===== src/sppw_pkg.sv =====
// shared types and constants for the servo power to pulse width mapper
`timescale 1ns / 1ps
`default_nettype none

package sppw_pkg;

    localparam int WIDTH_W    = 30;
    localparam int CTRL_W     = 16;
    localparam int DUTY_W     = 7;
    localparam int NUM_W      = 52;
    localparam int DEN_W      = 30;
    localparam int CNT_W      = 6;
    localparam int DUTY_NUM_W = 37;
    localparam int CFG_IDX_W  = 3;

    localparam logic [WIDTH_W-1:0] WIDTH_MAX   = 30'd1000000000;
    localparam logic [DUTY_W-1:0]  DUTY_MAX    = 7'd100;
    localparam logic [CNT_W-1:0]   WIDTH_BITS  = 6'd52;
    localparam logic [CNT_W-1:0]   DUTY_BITS   = 6'd37;

    localparam logic [CFG_IDX_W-1:0] REG_PERIOD = 3'd0;
    localparam logic [CFG_IDX_W-1:0] REG_MIN    = 3'd1;
    localparam logic [CFG_IDX_W-1:0] REG_MAX    = 3'd2;
    localparam logic [CFG_IDX_W-1:0] REG_ZERO   = 3'd3;
    localparam logic [CFG_IDX_W-1:0] REG_STOP   = 3'd4;
    localparam logic [CFG_IDX_W-1:0] REG_CLO    = 3'd5;
    localparam logic [CFG_IDX_W-1:0] REG_CHI    = 3'd6;
    localparam logic [CFG_IDX_W-1:0] REG_INV    = 3'd7;

    localparam logic OP_SET_POWER = 1'b0;
    localparam logic OP_POWER_OFF = 1'b1;

    typedef struct packed {
        logic                     operation;
        logic signed [CTRL_W-1:0] power_value;
        logic                     clamp_enable;
    } t_in;

    typedef struct packed {
        logic [WIDTH_W-1:0]       pulse_width_ns;
        logic                     running;
        logic signed [CTRL_W-1:0] power_now;
        logic [DUTY_W-1:0]        duty_percent;
    } t_out;

    typedef struct packed {
        logic             start;
        logic [NUM_W-1:0] num;
        logic [CNT_W-1:0] bits;
        logic [DEN_W-1:0] den;
    } t_div_req;

    typedef struct packed {
        logic             done;
        logic [NUM_W-1:0] quot;
    } t_div_rsp;

endpackage

`default_nettype wire


===== src/servo_power_to_pulse_width.sv =====
// servo power to pulse width mapper, top level with sequencer and registers
// set power runs prep, multiply, a width division of 52 divider steps,
// saturate, a duty division of 37 steps and saturate, one bit per cycle each
// in the shared divider; a zero span or zero period skips its division;
// power off goes straight to output; one word in flight, a new word taken
// only when idle, which waits while a result stalls; synchronous active low
// reset loads register defaults and clears run state
`timescale 1ns / 1ps
`default_nettype none

module servo_power_to_pulse_width
    import sppw_pkg::*;
(
    input  wire logic                 i_clk,
    input  wire logic                 i_rst_n,
    input  wire logic                 i_valid,
    output logic                      o_stall,
    input  wire t_in                  i_data,
    output logic                      o_valid,
    input  wire logic                 i_stall,
    output t_out                      o_data,
    input  wire logic                 i_cfg_we,
    input  wire logic [CFG_IDX_W-1:0] i_cfg_idx,
    input  wire logic [WIDTH_W-1:0]   i_cfg_data
);

    localparam logic [3:0] S_IDLE = 4'd0;
    localparam logic [3:0] S_PREP = 4'd1;
    localparam logic [3:0] S_MUL  = 4'd2;
    localparam logic [3:0] S_DIV1 = 4'd3;
    localparam logic [3:0] S_SAT1 = 4'd4;
    localparam logic [3:0] S_DUTY = 4'd5;
    localparam logic [3:0] S_DIV2 = 4'd6;
    localparam logic [3:0] S_SAT2 = 4'd7;
    localparam logic [3:0] S_OUT  = 4'd8;
    localparam logic [3:0] S_DIV0 = 4'd9;

    // configuration
    logic [WIDTH_W-1:0]       r_period, r_min, r_max, r_zero, r_stop;
    logic signed [CTRL_W-1:0] r_clo, r_chi;
    logic                     r_inv;

    // sequencer and state
    logic [3:0]               r_state;
    logic                     r_op;
    logic signed [CTRL_W-1:0] r_val;
    logic signed [19:0]       r_delta;
    logic signed [30:0]       r_range;
    logic signed [16:0]       r_span;
    logic signed [NUM_W-1:0]  r_prod;
    logic [WIDTH_W-1:0]       r_width;
    logic [DUTY_W-1:0]        r_dnew;
    logic [DUTY_W-1:0]        r_duty;
    logic                     r_o_valid;
    t_out                     r_o_data;

    t_div_req div_req;
    t_div_rsp div_rsp;

    sppw_div u_div (
        .i_clk   (i_clk),
        .i_rst_n (i_rst_n),
        .i_req   (div_req),
        .o_rsp   (div_rsp)
    );

    // clamp, high bound tested first
    logic signed [CTRL_W-1:0] clamped;
    always_comb begin
        clamped = i_data.power_value;
        if (i_data.clamp_enable) begin
            if (i_data.power_value > r_chi)      clamped = r_chi;
            else if (i_data.power_value < r_clo) clamped = r_clo;
        end
    end

    logic [WIDTH_W-1:0] stop_sat;
    assign stop_sat = (r_stop > WIDTH_MAX) ? WIDTH_MAX : r_stop;

    // midpoint truncated toward zero, then mirror and offset
    logic signed [16:0] sum17, mean17;
    logic signed [19:0] mean20, v20, vm20, delta20;
    logic signed [30:0] range31;
    logic signed [16:0] span17;
    always_comb begin
        sum17   = {r_clo[CTRL_W-1], r_clo} + {r_chi[CTRL_W-1], r_chi};
        mean17  = $signed(sum17 + 17'(sum17[16])) >>> 1;
        mean20  = {{3{mean17[16]}}, mean17};
        v20     = {{4{r_val[CTRL_W-1]}}, r_val};
        vm20    = r_inv ? ((mean20 <<< 1) - v20) : v20;
        delta20 = vm20 - mean20;
        range31 = (vm20 <= mean20) ? ($signed({1'b0, r_zero}) - $signed({1'b0, r_min}))
                                   : ($signed({1'b0, r_max}) - $signed({1'b0, r_zero}));
        span17  = {r_chi[CTRL_W-1], r_chi} - {r_clo[CTRL_W-1], r_clo};
    end

    logic signed [50:0] prod51;
    assign prod51 = r_delta * r_range;

    logic             prod_neg;
    logic [NUM_W-1:0] prod_mag;
    logic [16:0]      span_mag;
    assign prod_neg = r_prod[NUM_W-1];
    assign prod_mag = prod_neg ? NUM_W'(-r_prod) : r_prod;
    assign span_mag = r_span[16] ? 17'(-r_span) : r_span;

    // signed quotient added to zero width, then saturated
    logic               q_neg;
    logic signed [53:0] q54, w54;
    logic [WIDTH_W-1:0] width_sat;
    always_comb begin
        q_neg = prod_neg ^ r_span[16];
        q54   = q_neg ? -$signed({2'b00, div_rsp.quot}) : $signed({2'b00, div_rsp.quot});
        w54   = $signed({24'd0, r_zero}) + q54;
        if (w54[53])                     width_sat = '0;
        else if (w54 > 54'(WIDTH_MAX))   width_sat = WIDTH_MAX;
        else                             width_sat = w54[WIDTH_W-1:0];
    end

    logic [DUTY_NUM_W-1:0] duty_num;
    assign duty_num = DUTY_NUM_W'(r_width) * DUTY_NUM_W'(DUTY_MAX);

    always_comb begin
        div_req.start = 1'b0;
        div_req.num   = {prod_mag};
        div_req.bits  = WIDTH_BITS;
        div_req.den   = DEN_W'(span_mag);
        case (r_state)
            S_DIV0: begin
                div_req.start = (r_span != '0);
            end
            S_DUTY: begin
                div_req.start = (r_period != '0);
                div_req.num   = {duty_num, {(NUM_W-DUTY_NUM_W){1'b0}}};
                div_req.bits  = DUTY_BITS;
                div_req.den   = r_period;
            end
            default: ;
        endcase
    end

    logic in_acc, out_free;
    assign in_acc   = i_valid && (r_state == S_IDLE);
    assign out_free = !r_o_valid || !i_stall;

    always_ff @(posedge i_clk) begin
        if (!i_rst_n) begin
            r_period  <= 30'd20000000;
            r_min     <= 30'd1000000;
            r_max     <= 30'd2000000;
            r_zero    <= 30'd1500000;
            r_stop    <= '0;
            r_clo     <= -16'sd100;
            r_chi     <= 16'sd100;
            r_inv     <= 1'b0;
            r_state   <= S_IDLE;
            r_duty    <= '0;
            r_o_valid <= 1'b0;
        end else begin
            if (i_cfg_we) begin
                case (i_cfg_idx)
                    REG_PERIOD: r_period <= i_cfg_data;
                    REG_MIN:    r_min    <= i_cfg_data;
                    REG_MAX:    r_max    <= i_cfg_data;
                    REG_ZERO:   r_zero   <= i_cfg_data;
                    REG_STOP:   r_stop   <= i_cfg_data;
                    REG_CLO:    r_clo    <= i_cfg_data[CTRL_W-1:0];
                    REG_CHI:    r_chi    <= i_cfg_data[CTRL_W-1:0];
                    REG_INV:    r_inv    <= i_cfg_data[0];
                    default: ;
                endcase
            end

            if ((r_state == S_OUT) && out_free) r_o_valid <= 1'b1;
            else if (!i_stall)                  r_o_valid <= 1'b0;

            case (r_state)
                S_IDLE: begin
                    if (in_acc) begin
                        r_op  <= i_data.operation;
                        r_val <= clamped;
                        if (i_data.operation == OP_POWER_OFF) begin
                            r_width <= stop_sat;
                            r_state <= S_OUT;
                        end else begin
                            r_state <= S_PREP;
                        end
                    end
                end
                S_PREP: begin
                    r_delta <= delta20;
                    r_range <= range31;
                    r_span  <= span17;
                    r_state <= S_MUL;
                end
                S_MUL: begin
                    r_prod <= {prod51, 1'b0};
                    r_state <= S_DIV0;
                end
                S_DIV0: begin
                    r_state <= S_DIV1;
                end
                S_DIV1: begin
                    // zero span skips the divider and drives the zero width
                    if (r_span == '0) begin
                        r_width <= (r_zero > WIDTH_MAX) ? WIDTH_MAX : r_zero;
                        r_state <= S_DUTY;
                    end else if (div_rsp.done) begin
                        r_state <= S_SAT1;
                    end
                end
                S_SAT1: begin
                    r_width <= width_sat;
                    r_state <= S_DUTY;
                end
                S_DUTY: begin
                    if (r_period == '0) begin
                        r_dnew  <= DUTY_MAX;
                        r_state <= S_OUT;
                    end else begin
                        r_state <= S_DIV2;
                    end
                end
                S_DIV2: begin
                    if (div_rsp.done) r_state <= S_SAT2;
                end
                S_SAT2: begin
                    r_dnew  <= (div_rsp.quot > NUM_W'(DUTY_MAX)) ? DUTY_MAX
                                                                 : div_rsp.quot[DUTY_W-1:0];
                    r_state <= S_OUT;
                end
                S_OUT: begin
                    if (out_free) begin
                        r_o_data.pulse_width_ns <= r_width;
                        if (r_op == OP_POWER_OFF) begin
                            r_o_data.running      <= 1'b0;
                            r_o_data.power_now    <= '0;
                            r_o_data.duty_percent <= r_duty;
                        end else begin
                            r_duty  <= r_dnew;
                            r_o_data.running      <= 1'b1;
                            r_o_data.power_now    <= r_val;
                            r_o_data.duty_percent <= r_dnew;
                        end
                        r_state <= S_IDLE;
                    end
                end
                default: r_state <= S_IDLE;
            endcase
        end
    end

    assign o_stall = (r_state != S_IDLE);
    assign o_valid = r_o_valid;
    assign o_data  = r_o_data;

endmodule

`default_nettype wire


===== src/sppw_div.sv =====
// shared restoring divider, one quotient bit per cycle
`timescale 1ns / 1ps
`default_nettype none

module sppw_div
    import sppw_pkg::*;
(
    input  wire logic     i_clk,
    input  wire logic     i_rst_n,
    input  wire t_div_req i_req,
    output t_div_rsp      o_rsp
);

    logic             r_busy;
    logic             r_done;
    logic [CNT_W-1:0] r_cnt;
    logic [DEN_W-1:0] r_rem;
    logic [NUM_W-1:0] r_nq;
    logic [DEN_W-1:0] r_den;

    logic [DEN_W:0]   trial;
    logic             qbit;
    logic [DEN_W-1:0] n_rem;

    always_comb begin
        trial = {r_rem, r_nq[NUM_W-1]};
        qbit  = (trial >= {1'b0, r_den});
        n_rem = qbit ? DEN_W'(trial - {1'b0, r_den}) : trial[DEN_W-1:0];
    end

    always_ff @(posedge i_clk) begin
        if (!i_rst_n) begin
            r_busy <= 1'b0;
            r_done <= 1'b0;
        end else begin
            r_done <= 1'b0;
            if (i_req.start) begin
                r_busy <= 1'b1;
                r_cnt  <= i_req.bits;
                r_rem  <= '0;
                r_nq   <= i_req.num;
                r_den  <= i_req.den;
            end else if (r_busy) begin
                r_rem <= n_rem;
                r_nq  <= {r_nq[NUM_W-2:0], qbit};
                r_cnt <= r_cnt - CNT_W'(1);
                if (r_cnt == CNT_W'(1)) begin
                    r_busy <= 1'b0;
                    r_done <= 1'b1;
                end
            end
        end
    end

    assign o_rsp.done = r_done;
    assign o_rsp.quot = r_nq;

endmodule

`default_nettype wire


===== config.mk =====
export PLATFORM = sky130hd
export DESIGN_NAME = servo_power_to_pulse_width
export DESIGN_NICKNAME = d
export VERILOG_FILES = /design/src/sppw_pkg.sv /design/src/servo_power_to_pulse_width.sv /design/src/sppw_div.sv
export SDC_FILE = /design/constraint.sdc
export NUM_CORES = 2
export LEC_CHECK = 0
export BUFFER_PORTS_ARGS = -buffer_cell sky130_fd_sc_hd__buf_2
export CAP_MARGIN = 15
export CORE_ASPECT_RATIO = 0.8
export CORE_MARGIN = 2
export CORE_UTILIZATION = 59
export DETAILED_ROUTE_END_ITERATION = 16
export PLACE_DENSITY_LB_ADDON = 0.05
export SLEW_MARGIN = 20
export SYNTH_ARGS = -nofsm -noshare
export SYNTH_HDL_FRONTEND = slang
export SYNTH_SLANG_ARGS = --single-unit

===== constraint.sdc =====
create_clock -name i_clk -period 7 [get_ports i_clk]
set_input_delay 0.35 -clock i_clk [delete_from_list [all_inputs] [get_ports i_clk]]
set_output_delay 0.35 -clock i_clk [all_outputs]
set_load 0.02 [all_outputs]

==> metrics.cfg <==
[yosys]
synth_compound_area_share_pct=12.7
syn_nets=7786
synth_fa_ha_area_share_pct=31.6
synth_xor_area_share_pct=5.39
synth_top_area_cell=fa_1
syn_avg_cell_area_um2=8.90
ys_top_cells_by_count=inv_1 (974), nand2_1 (935), fa_1 (651), ha_1 (447), a21oi_1 (416)
synth_top_family_by_area=adder cells
ys_seq_elements=542
synth.most_common_cell=inv_1
synth_area_leaders=fa_1 (22%), edfxtp_1 (18%), ha_1 (9.5%)
yosysSeqAreaShare_pct=24.2
synthCells=6632
netlist.area_leader.share_pct=22.1
yosys_most_used_dff=edfxtp_1
syn-cell-area_um2=59000
synthMuxAreaShare_pct=0.852
synth_cell_type_count=97
async_reset_ff_share_pct=0
synthSimpleGateAreaFrac_pct=17.2
synth-edff-count=345
yosysWarnings=0

[grt]
track_usage_pct=35.8
grt_pass1_vias=49200
grt_antenna_before_repair=2
grt_max_degree=67
overflow=0
grt_pass1_wl_mm=283

[cells_and_area]
final_cells=8552
synthToLayoutAreaGrowth_pct=18.3
nets=8342
drive_gt1_share_pct=16.6

[route]
route.detailed.drc=0
drtAntennaViolNets=0
wire_per_inst_um=21.6
dr_total_vias=50000
drtPass1Iterations=6
wl_mm=185
via_per_inst=5.85
drt_iter0_drc=4519

[sta]
rsz0062_at_grt=true
slew_headroom_pct=25.1
worst_pin_slew_ps=1120
hold_violations=0
max_freq_mhz=135
setup_tns_ps=-4480
fin_skew_ps=54.7
setup_viol=35
final_max_slew_viol_count=0
setup_slack_ps=-425
period_share_pct=106
period_needed_ps=7420
timing.hold.ws_ps=22.8

[setup_path]
critPathRequiredTime_ps=7400
critical_path_class=reg2reg
crit_path_end_kind=flip-flop
cp.arrival_ps=7830
path_max_fanout=5
critPathLaunchType=flip-flop

[cts]
cts-root-buf=clkbuf_16
cts.clk_slew.worst_paths_ps=70
cts_tree=done
cts_inserted_buffers=59
cts_sinks=542
clock_path_buffers=3
clk_latency_ps=700
cts.htree.levels=2

[placement]
placed_cells=8313
place_congestion=1.01
io_buffers=111
hpwl_mm=145

[hold_path]
hold_class=in2reg

[floorplan]
fp.dieW_um=358
die_h_um=287
die-area_um2=103000
core_um2=98800
num_io_pins=112
initial_utilization_pct=59.7
rows=103

[status]
status=finished, violations left
violations=negative setup slack

[run]
drv_cap=0

timing repair:
| action | 4_1_cts | 5_1_grt |
|---|---|---|
| setup endpoints to repair | 57 | 62 |
| pin swaps | 114 | 183 |
| endpoints found under the hold margin | 51 | 0 |
| hold buffers | 18 | 0 |
| cloned | 2 | 4 |
| setup buffers | 80 | 42 |
| resized for setup | 176 | 261 |
per-layer routing:
layer	global-route usage [%]	part of all wire (%)	vias up
met3	5.30	8.2	317
met5	0	0.0054	-
met4	12.8	4.3	2
met2	56.6	45	1949
met1	50.4	42	24700
li1	-	-	23000
flip-flops by register name, summed over array words and instances, names as in the netlist, 31 cells and up:
register    flops
o_data         54
r_prod         51
r_range        31
u_div.r_nq     52
cell usage in the layout, fill, tap and decap left out, types with 41 or more instances in the layout:
| cell type | instances |
|---|---|
| nor3_1 | 84 |
| or3_1 | 41 |
| nand2_1 | 906 |
| dfxtp_1 | 195 |
| a21oi_1 | 386 |
| edfxtp_1 | 345 |
| a21o_1 | 101 |
| o211ai_1 | 48 |
| nor2_1 | 314 |
| buf_2 | 111 |
| xor2_1 | 141 |
| nand3_1 | 101 |
| clkbuf_16 | 65 |
| nand2b_1 | 67 |
| buf_4 | 524 |
| nor2b_1 | 60 |
| o21ai_0 | 227 |
| ha_1 | 418 |
| inv_1 | 944 |
| buf_6 | 57 |
| and2_1 | 242 |
| buf_12 | 44 |
| fa_1 | 629 |
| nand4_1 | 43 |
| xnor2_1 | 209 |
logic make-up (layout without fill, tap and decap cells):
group                      after synthesis  in the layout
xor gates and xnor gates               362            362
DFF                                    542            542
adders and majority gates             1098           1098
other                                    0              1
buffers and inverters                 1255           1862
muxes                                   49             49
and+or+nand+nor                       2123           2123
AOI/OAI and AO/OA                     1203           1203
stage by stage:
step,setup slack (ps),util [%],cell area (µm²)
floorplan,-28.7,-,59100
global placement,-611,65.5,64700
detailed placement,-809,65.5,64700
CTS,-211,69.2,68400
global route,-575,70.6,69800
finish,-425,70.6,69800
cell type report:
type                       instances  area, µm²
multi-input combinational       4835      41500
fill                            7742      29000
sequential                       542      14300
timing repair buffer             774       6560
inverter                         976       3670
tap                             1312       1640
clock buffer                      69       1590
clock inverter                    43        522
antenna                            1       2.50
worst paths after layout:
| path | start | endpoint | depth (start not counted) | slack (ps) |
|---|---|---|---|---|
| setup / recovery | r_delta[5] | r_prod[51] | 27 | -420 |
| hold / removal | i_data[16] | r_val[15] | 2 | 20 |
| hold reg to reg | r_min[25] | r_min[25] | 2 | 460 |
| setup reg to reg | r_delta[5] | r_prod[51] | 27 | -420 |
worst max-delay path: stages, from the launching register on:
cell      delay [ps]
edfxtp_1         440
buf_4            170
buf_6            140
buf_16           140
buf_4            130
and2_1           140
fa_1             400
fa_1             520
fa_1             500
ha_1             320
ha_1             290
inv_1             50
fa_1             540
inv_1             60
fa_1             510
ha_1             330
buf_4            150
o21a_1           200
o21ai_2          180
o21ai_4          100
a211oi_4         330
o31ai_4          150
o221a_4          310
o41ai_4          360
o21ai_2          120
a211o_1          310
a21oi_2          160
xnor2_1           80
Power is not shown: default switching activity piles up to over one toggle a cycle in this logic, so the estimate is an artifact.
